File: config.mk
export PLATFORM = sky130hd
export DESIGN_NAME = peer_table_with_aging
export DESIGN_NICKNAME = d
export VERILOG_FILES = /design/src/rtl/ptwa_pkg.sv /design/src/rtl/peer_table_with_aging.sv
export VERILOG_INCLUDE_DIRS = /design/src /design/src/rtl
export SDC_FILE = /design/constraint.sdc
export NUM_CORES = 2
export LEC_CHECK = 0
export ABC_AREA = 1
export BUFFER_PORTS_ARGS = -buffer_cell sky130_fd_sc_hd__buf_2
export CORE_ASPECT_RATIO = 2
export CORE_MARGIN = 2
export CORE_UTILIZATION = 55
export DETAILED_ROUTE_END_ITERATION = 7
export GPL_TIMING_DRIVEN = 0
export PLACE_DENSITY_LB_ADDON = 0.15
export SYNTH_ARGS = -nofsm -noshare
export SYNTH_HDL_FRONTEND = slang
export SYNTH_SLANG_ARGS = --single-unit
File: constraint.sdc
create_clock -name clk -period 8.1 [get_ports clk]
set_input_delay 1.62 -clock clk [delete_from_list [all_inputs] [get_ports clk]]
set_output_delay 1.62 -clock clk [all_outputs]
set_load 0.02 [all_outputs]
File: src/rtl/peer_table_with_aging_macros.svh
// assertion macros for the peer table
// both sample on the rising clock edge and are off while reset is asserted
`ifndef PEER_TABLE_WITH_AGING_MACROS_SVH
`define PEER_TABLE_WITH_AGING_MACROS_SVH

// consequent holds in the same cycle as the antecedent
`define PTWA_ASSERT_NOW(lbl, ante, cons, msg) \
	lbl: assert property (@(posedge clk) disable iff (!arst_n) (ante) |-> (cons)) \
		else $error(msg);

// consequent holds in the cycle after the antecedent
`define PTWA_ASSERT_NEXT(lbl, ante, cons, msg) \
	lbl: assert property (@(posedge clk) disable iff (!arst_n) (ante) |=> (cons)) \
		else $error(msg);

`endif

File: src/rtl/ptwa_pkg.sv
`timescale 1ns / 1ps

package ptwa_pkg;

	// field widths
	localparam int ADDR_W    = 64;
	localparam int PORT_W    = 16;
	localparam int TIME_W    = 32;
	localparam int TMO_W     = 16;
	localparam int CMD_W     = 3;
	localparam int OUT_CNT_W = 5;
	localparam int CFG_IDX_W = 2;

	localparam logic [TMO_W-1:0] TIMEOUT_RESET = 16'd30;

	// register indexes of the configuration port
	localparam logic [CFG_IDX_W-1:0] CFG_SELF_HI = 2'd0;
	localparam logic [CFG_IDX_W-1:0] CFG_SELF_LO = 2'd1;
	localparam logic [CFG_IDX_W-1:0] CFG_SELF_PT = 2'd2;
	localparam logic [CFG_IDX_W-1:0] CFG_TIMEOUT = 2'd3;

	// command codes; 6 and 7 are no-ops
	typedef enum logic [CMD_W-1:0] {
		CMD_INSERT    = 3'd0,
		CMD_REMOVE    = 3'd1,
		CMD_KEEPALIVE = 3'd2,
		CMD_QUERY     = 3'd3,
		CMD_PURGE     = 3'd4,
		CMD_TICK      = 3'd5
	} cmd_t;

	// sequencer states
	typedef enum logic [1:0] {
		ST_IDLE,
		ST_SCAN,
		ST_FLUSH,
		ST_FINISH
	} state_t;

endpackage

File: src/rtl/peer_table_with_aging.sv
`timescale 1ns / 1ps
// Peer table with aging. A command word is taken when start is high and busy is low; its
// result appears on found, entry_count, full_res and purged_count for exactly one cycle
// with done high, and the receiver cannot hold it off. Insert, remove, keep-alive, query
// and purge walk the entry store one entry per cycle through a single key comparator and
// age subtractor, then drain the read stage and do the finishing write, after which the
// result register shows the outcome; tick and the unused codes go straight from idle to
// the finishing write and the result register. A new word may be started in
// the cycle its predecessor's result is shown. Valid bits clear at reset, so the table is
// usable right after reset with no clearing pass. Configuration writes are taken at any
// time and must only be issued while busy is low.
`include "peer_table_with_aging_macros.svh"

module peer_table_with_aging
	import ptwa_pkg::*;
#(
	parameter int ENTRIES = 16
) (
	input  logic                 clk,
	input  logic                 arst_n,
	// configuration writes
	input  logic                 cfg_we,
	input  logic [CFG_IDX_W-1:0] cfg_index,
	input  logic [ADDR_W-1:0]    cfg_wdata,
	// command word
	input  logic                 start,
	output logic                 busy,
	input  logic [CMD_W-1:0]     cmd,
	input  logic [ADDR_W-1:0]    addr_hi,
	input  logic [ADDR_W-1:0]    addr_lo,
	input  logic [PORT_W-1:0]    port,
	// result word
	output logic                 done,
	output logic                 found,
	output logic [OUT_CNT_W-1:0] entry_count,
	output logic                 full_res,
	output logic [OUT_CNT_W-1:0] purged_count
);

	localparam int IW = $clog2(ENTRIES);
	localparam int CW = $clog2(ENTRIES + 1);
	localparam logic [IW-1:0] LAST_IDX = IW'(ENTRIES - 1);

	state_t state_q, state_d;

	// configuration registers
	logic [ADDR_W-1:0] self_hi_q, self_lo_q;
	logic [PORT_W-1:0] self_pt_q;
	logic [TMO_W-1:0]  timeout_q;

	// command operands
	logic [CMD_W-1:0]  cmd_q;
	logic [ADDR_W-1:0] key_hi_q, key_lo_q;
	logic [PORT_W-1:0] key_pt_q;

	// entry store
	logic [ADDR_W-1:0] mem_hi   [ENTRIES];
	logic [ADDR_W-1:0] mem_lo   [ENTRIES];
	logic [PORT_W-1:0] mem_pt   [ENTRIES];
	logic [TIME_W-1:0] mem_seen [ENTRIES];
	logic [ENTRIES-1:0] valid_q;
	logic [CW-1:0]      count_q;
	logic [TIME_W-1:0]  now_q;

	// scan position and read stage
	logic [IW-1:0]     idx_q, idx_s1;
	logic              scan_s1;
	logic [ADDR_W-1:0] rd_hi_s1, rd_lo_s1;
	logic [PORT_W-1:0] rd_pt_s1;
	logic [TIME_W-1:0] rd_seen_s1;

	// scan findings
	logic          hit_q, free_q;
	logic [IW-1:0] hit_idx_q, free_idx_q;
	logic [CW-1:0] purged_q;

	// result registers
	logic                 done_q, found_q, full_q;
	logic [OUT_CNT_W-1:0] entry_count_q, purged_count_q;

	logic accept, is_scan_cmd, is_purge;
	logic [ADDR_W-1:0] cmp_hi, cmp_lo;
	logic [PORT_W-1:0] cmp_pt;
	logic key_eq, entry_vld, stale;
	logic [TIME_W-1:0] age;
	logic purge_drop, lookup_hit, lookup_free;
	logic wr_key, wr_seen, clr_hit, full_nxt, count_inc, count_dec;
	logic [IW-1:0] wr_idx;
	logic [CW-1:0] count_fin;
	logic [CW+OUT_CNT_W-1:0] count_ext, purged_ext;

	assign accept      = start && !busy;
	assign is_scan_cmd = (cmd == CMD_INSERT) || (cmd == CMD_REMOVE) ||
	                     (cmd == CMD_KEEPALIVE) || (cmd == CMD_QUERY) ||
	                     (cmd == CMD_PURGE);
	assign is_purge    = (cmd_q == CMD_PURGE);

	// state register
	always_ff @(posedge clk or negedge arst_n) begin
		if (!arst_n) begin
			state_q <= ST_IDLE;
		end else begin
			state_q <= state_d;
		end
	end

	// next state and busy
	always_comb begin
		state_d = state_q;
		busy    = 1'b1;
		unique case (state_q)
			ST_IDLE: begin
				busy = 1'b0;
				if (start) begin
					state_d = is_scan_cmd ? ST_SCAN : ST_FINISH;
				end
			end
			ST_SCAN: begin
				if (idx_q == LAST_IDX) begin
					state_d = ST_FLUSH;
				end
			end
			ST_FLUSH: begin
				state_d = ST_FINISH;
			end
			ST_FINISH: begin
				state_d = ST_IDLE;
			end
		endcase
	end

	// configuration registers
	always_ff @(posedge clk or negedge arst_n) begin
		if (!arst_n) begin
			self_hi_q <= '0;
			self_lo_q <= '0;
			self_pt_q <= '0;
			timeout_q <= TIMEOUT_RESET;
		end else if (cfg_we) begin
			unique case (cfg_index)
				CFG_SELF_HI: self_hi_q <= cfg_wdata;
				CFG_SELF_LO: self_lo_q <= cfg_wdata;
				CFG_SELF_PT: self_pt_q <= cfg_wdata[PORT_W-1:0];
				CFG_TIMEOUT: timeout_q <= cfg_wdata[TMO_W-1:0];
			endcase
		end
	end

	// operand capture
	always_ff @(posedge clk) begin
		if (accept) begin
			cmd_q    <= cmd;
			key_hi_q <= addr_hi;
			key_lo_q <= addr_lo;
			key_pt_q <= port;
		end
	end

	// shared comparator: own key for purge, command key otherwise
	always_comb begin
		cmp_hi      = is_purge ? self_hi_q : key_hi_q;
		cmp_lo      = is_purge ? self_lo_q : key_lo_q;
		cmp_pt      = is_purge ? self_pt_q : key_pt_q;
		key_eq      = (rd_hi_s1 == cmp_hi) && (rd_lo_s1 == cmp_lo) && (rd_pt_s1 == cmp_pt);
		entry_vld   = valid_q[idx_s1];
		age         = now_q - rd_seen_s1;
		stale       = age > {{(TIME_W-TMO_W){1'b0}}, timeout_q};
		purge_drop  = scan_s1 && is_purge && entry_vld && (key_eq || stale);
		lookup_hit  = scan_s1 && !is_purge && entry_vld && key_eq && !hit_q;
		lookup_free = scan_s1 && !entry_vld && !free_q;
	end

	// finishing step of a command
	always_comb begin
		wr_key    = 1'b0;
		wr_seen   = 1'b0;
		clr_hit   = 1'b0;
		full_nxt  = 1'b0;
		count_inc = 1'b0;
		count_dec = 1'b0;
		wr_idx    = hit_idx_q;
		if (state_q == ST_FINISH) begin
			case (cmd_q)
				CMD_INSERT: begin
					if (hit_q) begin
						wr_seen = 1'b1;
					end else if (free_q) begin
						wr_key    = 1'b1;
						wr_seen   = 1'b1;
						wr_idx    = free_idx_q;
						count_inc = 1'b1;
					end else begin
						full_nxt = 1'b1;
					end
				end
				CMD_REMOVE: begin
					if (hit_q) begin
						clr_hit   = 1'b1;
						count_dec = 1'b1;
					end
				end
				CMD_KEEPALIVE: begin
					if (hit_q) begin
						wr_seen = 1'b1;
					end
				end
				default: begin
				end
			endcase
		end
		if (count_inc) begin
			count_fin = count_q + CW'(1);
		end else if (count_dec) begin
			count_fin = count_q - CW'(1);
		end else begin
			count_fin = count_q;
		end
		count_ext  = {{OUT_CNT_W{1'b0}}, count_fin};
		purged_ext = {{OUT_CNT_W{1'b0}}, purged_q};
	end

	// entry store write and scan read
	always_ff @(posedge clk) begin
		if (wr_key) begin
			mem_hi[wr_idx] <= key_hi_q;
			mem_lo[wr_idx] <= key_lo_q;
			mem_pt[wr_idx] <= key_pt_q;
		end
		if (wr_seen) begin
			mem_seen[wr_idx] <= now_q;
		end
		if (state_q == ST_SCAN) begin
			rd_hi_s1   <= mem_hi[idx_q];
			rd_lo_s1   <= mem_lo[idx_q];
			rd_pt_s1   <= mem_pt[idx_q];
			rd_seen_s1 <= mem_seen[idx_q];
		end
	end

	// scan counter and findings
	always_ff @(posedge clk or negedge arst_n) begin
		if (!arst_n) begin
			idx_q      <= '0;
			idx_s1     <= '0;
			scan_s1    <= 1'b0;
			hit_q      <= 1'b0;
			free_q     <= 1'b0;
			hit_idx_q  <= '0;
			free_idx_q <= '0;
			purged_q   <= '0;
		end else begin
			scan_s1 <= (state_q == ST_SCAN);
			idx_s1  <= idx_q;
			if (accept) begin
				idx_q    <= '0;
				hit_q    <= 1'b0;
				free_q   <= 1'b0;
				purged_q <= '0;
			end else begin
				if (state_q == ST_SCAN) begin
					idx_q <= idx_q + IW'(1);
				end
				if (lookup_hit) begin
					hit_q     <= 1'b1;
					hit_idx_q <= idx_s1;
				end
				if (lookup_free) begin
					free_q     <= 1'b1;
					free_idx_q <= idx_s1;
				end
				if (purge_drop) begin
					purged_q <= purged_q + CW'(1);
				end
			end
		end
	end

	// valid bits, entry count and seconds counter
	always_ff @(posedge clk or negedge arst_n) begin
		if (!arst_n) begin
			valid_q <= '0;
			count_q <= '0;
			now_q   <= '0;
		end else begin
			if (purge_drop) begin
				valid_q[idx_s1] <= 1'b0;
				count_q         <= count_q - CW'(1);
			end
			if (state_q == ST_FINISH) begin
				count_q <= count_fin;
				if (wr_key) begin
					valid_q[free_idx_q] <= 1'b1;
				end
				if (clr_hit) begin
					valid_q[hit_idx_q] <= 1'b0;
				end
				if (cmd_q == CMD_TICK) begin
					now_q <= now_q + TIME_W'(1);
				end
			end
		end
	end

	// result word
	always_ff @(posedge clk or negedge arst_n) begin
		if (!arst_n) begin
			done_q         <= 1'b0;
			found_q        <= 1'b0;
			full_q         <= 1'b0;
			entry_count_q  <= '0;
			purged_count_q <= '0;
		end else begin
			done_q <= (state_q == ST_FINISH);
			if (state_q == ST_FINISH) begin
				found_q        <= hit_q;
				full_q         <= full_nxt;
				entry_count_q  <= count_ext[OUT_CNT_W-1:0];
				purged_count_q <= purged_ext[OUT_CNT_W-1:0];
			end
		end
	end

	assign done         = done_q;
	assign found        = found_q;
	assign full_res     = full_q;
	assign entry_count  = entry_count_q;
	assign purged_count = purged_count_q;

	// checks
	`PTWA_ASSERT_NOW(a_count_matches_valid, state_q == ST_IDLE,
		count_q == CW'($countones(valid_q)), "entry count differs from valid bits")
	`PTWA_ASSERT_NEXT(a_accept_goes_busy, start && !busy, busy,
		"accepted word did not make the block busy")
	`PTWA_ASSERT_NOW(a_full_excludes_hit, done && full_res,
		!found && (purged_count == '0), "full reported together with a hit or purge")

endmodule

# Word level (Yosys, flattened, before mapping)
# Memories as Yosys holds them, arrays and structs flattened. A register that Yosys moved wholly into a read port is not among the register bits.
# Cells that the tools add are included.
dict set report op_classes {
  add_sub_neg 6
  multipliers 0
  div 0
  magnitude_cmp 7
  n_eq_ne 20
  shifts 0
  muxes 54
  bitwise 6
  n_reduce_logical 41
}
# op n
set ops {}
lappend ops {{$eq A64 B64 Y1} 2}
lappend ops {{$mux W64} 2}
lappend ops {{$mux W16} 6}
lappend ops {{$add A32 B1 Y32 const B} 1}
lappend ops {{$and A16 B16 Y16} 2}
lappend ops {{$gt A32 B16 Y1} 1}
lappend ops {{$not A16 Y16} 2}
lappend ops {{$sub A32 B32 Y32} 1}
lappend ops {{$mux W5} 6}
lappend ops {{$mux W1} 25}
lappend ops {{$mux W4} 6}
lappend ops {{$eq A16 B16 Y1} 1}
lappend ops {{$or A16 B16 Y16} 1}
lappend ops {{$reduce_and A2 Y1} 8}
lappend ops {{$logic_and A1 B1 Y1} 15}
lappend ops {{$lt A4 B5 Y1 const B} 3}
lappend ops {{$demux W1 S4} 3}
lappend ops {{$ge A4 B1 Y1 const B} 3}
lappend ops {{$add A5 B1 Y5 const B} 2}
lappend ops {{$reduce_bool A2 Y1} 5}
lappend ops {{$eq A3 B2 Y1 const B} 3}
lappend ops {{$eq A3 B3 Y1 const B} 3}
lappend ops {{$eq A2 B2 Y1 const B} 4}
lappend ops {{$pmux W2 S4} 1}
lappend ops {{other kinds (14)} 28}
dict set report totals {
  register_bits 399
  latchBits 0
  ramBits 2816
  mem_bits_ro 0
  input_bits 217
  output_inout_bits 14
  word_cells 163
  memories 4
}
# memory words word_bits rd rd_clocked_by_memory_dff write_ports line
set mem_list {}
lappend mem_list {mem_hi 16 64 1 1 1 peer_table_with_aging.sv:57} ;# logic [ADDR_W-1:0] mem_hi [ENTRIES];
lappend mem_list {mem_lo 16 64 1 1 1 peer_table_with_aging.sv:58} ;# logic [ADDR_W-1:0] mem_lo [ENTRIES];
lappend mem_list {mem_seen 16 32 1 1 1 peer_table_with_aging.sv:60} ;# logic [TIME_W-1:0] mem_seen [ENTRIES];
lappend mem_list {mem_pt 16 16 1 1 1 peer_table_with_aging.sv:59} ;# logic [PORT_W-1:0] mem_pt [ENTRIES];

# Longest topological paths before layout
dict set report depth {
  ltp_word 14
  mapped_depth 28
  depth_no_buf 28
}

# Worst setup path after synthesis
# Ideal clock, no wire load.
dict set report synth_path {
  path_type {register to register}
  start {reg cmd_q[2]}
  end {mem mem_hi[12][0], enable pin}
  setup_ps 650
  t_arrival_ps 7837
  t_required_ps 7450
  slack_ps -388
  path_stages_with_launch 13
  n_path_buf 3
  synth_period_minus_slack_ps 8488
  cell_sequence {edfxtp_1 > buf_4 > buf_2 > nor2_1 > inv_1 > nor4_4 > buf_2 > nand2_1 > o21ai_0 > inv_1 > nor2_1 > nand2_1 > nor2_1}
}
dict set report synth_via {
  elab_chain_cells 5
  elab_cells_between_ends 7
  classes_between {mux (6); reduce/logical (1)}
}
# item line
set synth_lines {}
lappend synth_lines {{start: declaration} peer_table_with_aging.sv:52} ;# logic [CMD_W-1:0] cmd_q;
lappend synth_lines {{start signal: assignment} peer_table_with_aging.sv:152} ;# cmd_q <= cmd;
lappend synth_lines {{$logic_not A3 Y1 *} peer_table_with_aging.sv:183} ;# case (cmd_q)
lappend synth_lines {{$mux W1} peer_table_with_aging.sv:183}
lappend synth_lines {{$mux W1} peer_table_with_aging.sv:182} ;# if (state_q == ST_FINISH) begin
lappend synth_lines {{$mux W1} peer_table_with_aging.sv:224} ;# if (wr_key) begin
lappend synth_lines {{$mux W1 (implied by the code)} peer_table_with_aging.sv:225} ;# mem_hi[wr_idx] <= key_hi_q;
lappend synth_lines {{end: declaration} peer_table_with_aging.sv:57}
# Mark *: on every way between the ends. The rest lies on a longest branch, timed or not.

==> reports/metrics.csv <==
metric;value;unit
holdBufCountCts;0;
drc;0;
drt_iter0_drc;12400;
setup_violations;0;
crit_slowest_cell;clkbuf_1;
io_buffers;230;
post_drt_wl_per_cell;30.9;um
clockBufferDepth;4;
io_pins;231;
grt_pass1_vias;94100;
yosys.area.top_type;edfxtp_1;
area.growth.synth_to_final;13.1;%
async_reset_ff_share;7.43;%
yosysUniqueCellTypes;45;
crit_fanout;10;
fin_worst_skew;0.0399;ns
syn_avg_cell_area;12.3;um^2
stdcell_count;15300;
cp-startpoint;idx_q[0];
die_area;0.253;mm^2
start_kind;flip-flop;
wirelength;473;mm
placed_area;0.145;mm^2
ys.flop_type;edfxtp_1;
synth-seq-cells;3391;
r2r.worst_path.cells;9;
cts_resized;0;
syn-num-nets;11400;
rr_startpoint;idx_q[0];
synth_top_area_share;69.0;%
mostFrequentLayoutCell;edfxtp_1;
drive_above_1_share;7.67;%
maxCapViolations;3;
cts_root_buffer;clkbuf_16;
whs_endpoint;idx_s1[2];
min_path_type;reg -> reg;
clock_sinks;3391;
worst_pin_slew;1.63;ns
fp.coreArea;0.247;mm^2
multi_input_area;0.0314;mm^2
yosys_warnings;0;
synth_area_leaders;edfxtp_1 69%, o21ai_0 5.9%, dfrtp_1 4.5%, nor2_1 4.5%, nand2_1 4.2%;
dp_hpwl;338;mm
worstHoldPathCells;0;
rows;258;
total_power;53300;uW
vias;96900;
critical_path.endpoint_type;flip-flop;
layout_common_cells;3139 x edfxtp_1, 1606 x o21ai_0, 1596 x nor2_1;
vias_per_cell;6.33;
clock_latency;0.91;ns
fin_crit;5.69;ns
path_common_cell;clkbuf_1;
dp_cells;14700;
p_per_area;345;mW/mm^2
gr-total-overflow;0;
violations;max-capacitance violations, max-slew violations;
cp.arrival;6.37;ns
ant_nets;0;
crit_required;8.78;ns
place.gp.congestion;0.983;
postCtsSetupBuffers;0;
max_stage_delay;1.04;ns
p_leak;0.0539;uW
postLayoutCellArea;0.154;mm^2
fillers;19000;
antenna_found_initial;34;
drv_slew;33;
dieWidth;356;um
synth_seq_area_share;73.6;%
cts_max_level;5;
die_y;709;um
pre_cts_ws;2.72;ns
netlist_area;0.137;mm^2
drt-pass1-iter-count;7;
r2r-end;rd_hi_s1[63];
status;complete, but fails checks;
nNetsFinal;12100;
start_util;55.3;%
setup_slack;2.41;ns
synth_cells;11100;
fmax;176;MHz
min_from;idx_q[2];
rsz0062_at_grt;false;
synth_edf_count;3139;
path_clk_slew;0.07;ns
ir_drop;0.239;mV
grt.total_usage;36.9;%
reg2reg_slack;2.41;ns
cts_tree;yes;
relSlewSlack;-8.55;%
final-hold-violation-count;0;
seq_area;0.101;mm^2
post-route-period-util;70.3;%
critPathKind;reg -> reg;
cts_inserted_buffers;299;
worstPathCellList;clkbuf_1, clkbuf_1, clkbuf_1, clkbuf_1, clkbuf_1, nor2_1, o22ai_1, o211ai_1, nand3_1;
grt_start_max_net_pins;98;
fin_hold_ws;0.378;ns
grt_pass1_wl;658;mm
-- worst max-delay path by stage --
stage | endpoint | slack, ns
finish | rd_hi_s1[63] | 2.41
floorplan | mem_hi[13][0] | -0.34
CTS | rd_hi_s1[63] | 2.69
global placement | mem_hi[6][39] | -7.60
detailed placement | valid_q[5] | 2.72
global route | valid_q[14] | 2.53
-- cell usage after synthesis (3+ instances only) --
library cell,count
ha_1,57
nor2_1,1628
buf_1,28
inv_1,607
o22ai_1,425
buf_4,7
nor2_2,3
o21ai_0,1606
nand4_1,9
buf_2,40
clkinv_1,5
nor3_1,28
nor4_1,3
edfxtp_1,3139
a22oi_1,4
dfstp_2,4
o221ai_1,282
clkbuf_1,586
xor2_1,37
nand3_2,3
nand3_1,527
nand3b_1,73
o211ai_1,99
dfrtp_1,248
nand2_1,1543
xnor2_1,12
o21ai_1,30
a21oi_1,55
a31oi_1,4
inv_2,4
and2_1,4
nand2_2,3
-- layer usage --
metal,vias to the layer above,GRT usage (%),wire (um)
li1,41400,-,-
met2,5817,61.0,232000
met5,-,0,43
met1,48000,39.8,149000
met4,6,33.9,50000
met3,1644,7.19,41800
-- state kept, by name (all words and copies together) (netlist names), 16 cells and up --
signal / count
key_hi_q: 64
timeout_q: 16
mem_seen: 512
mem_pt: 256
mem_hi: 1024
rd_hi_s1: 64
rd_pt_s1: 16
self_lo_q: 64
self_hi_q: 64
mem_lo: 1024
self_pt_q: 16
valid_q: 16
now_q: 32
key_pt_q: 16
rd_seen_s1: 32
key_lo_q: 64
rd_lo_s1: 64
-- area by class of cell --
cell class                      count  share of cell area [%]
Antenna cell                       42                  0.0680
Inverter                          616                    1.50
Clock inverter                    153                    1.00
Clock buffer                      376                    5.15
Timing Repair Buffer              365                    2.54
Tap cell                         3250                    2.63
Multi-Input combinational cell   6456                    20.3
Sequential cell                  3391                    65.1
Buffer                            661                    1.69
-- logic make-up (layout without fill, tap and decap cells) --
kind of cell	count (synthesis)	in the layout	share of synthesized area [%]
adder cells (fa/ha/maj)	58	58	0.537
AND/OR/NAND/NOR	3838	3838	11.4
AO/OA/AOI/OAI	2511	2511	10.6
flip-flops	3391	3391	73.6
XOR/XNOR	49	49	0.314
buffers and inverters	1277	2171	3.57
other	0	42	0
-- report_power, final --
group	total, uW	internal [uW]	leakage (uW)	switching, uW
combinational	16800	4190	0.0178	12700
sequential	22100	20900	0.0315	1240
clock	14300	7850	0.00462	6490
total	53300	32900	0.0539	20400
-- metrics by stage --
step	TNS, ns	utilization, %
3_3_place_gp	-9612.95	57.4
5_1_grt	0	62.5
4_1_cts	0	62.5
6_report	0	62.6
2_1_floorplan	-274.42	-
3_5_place_dp	0	58.7
-- critical path, delay by kind of cell, from the launching register on --
| family | cells | cell delay [ns] |
|---|---|---|
| AOI/OAI and AO/OA | 2 | 0.53 |
| buffers and inverters | 5 | 3.95 |
| DFF | 1 | 0.41 |
| and+or+nand+nor | 2 | 0.52 |
(Power assumes the default switching activity.)
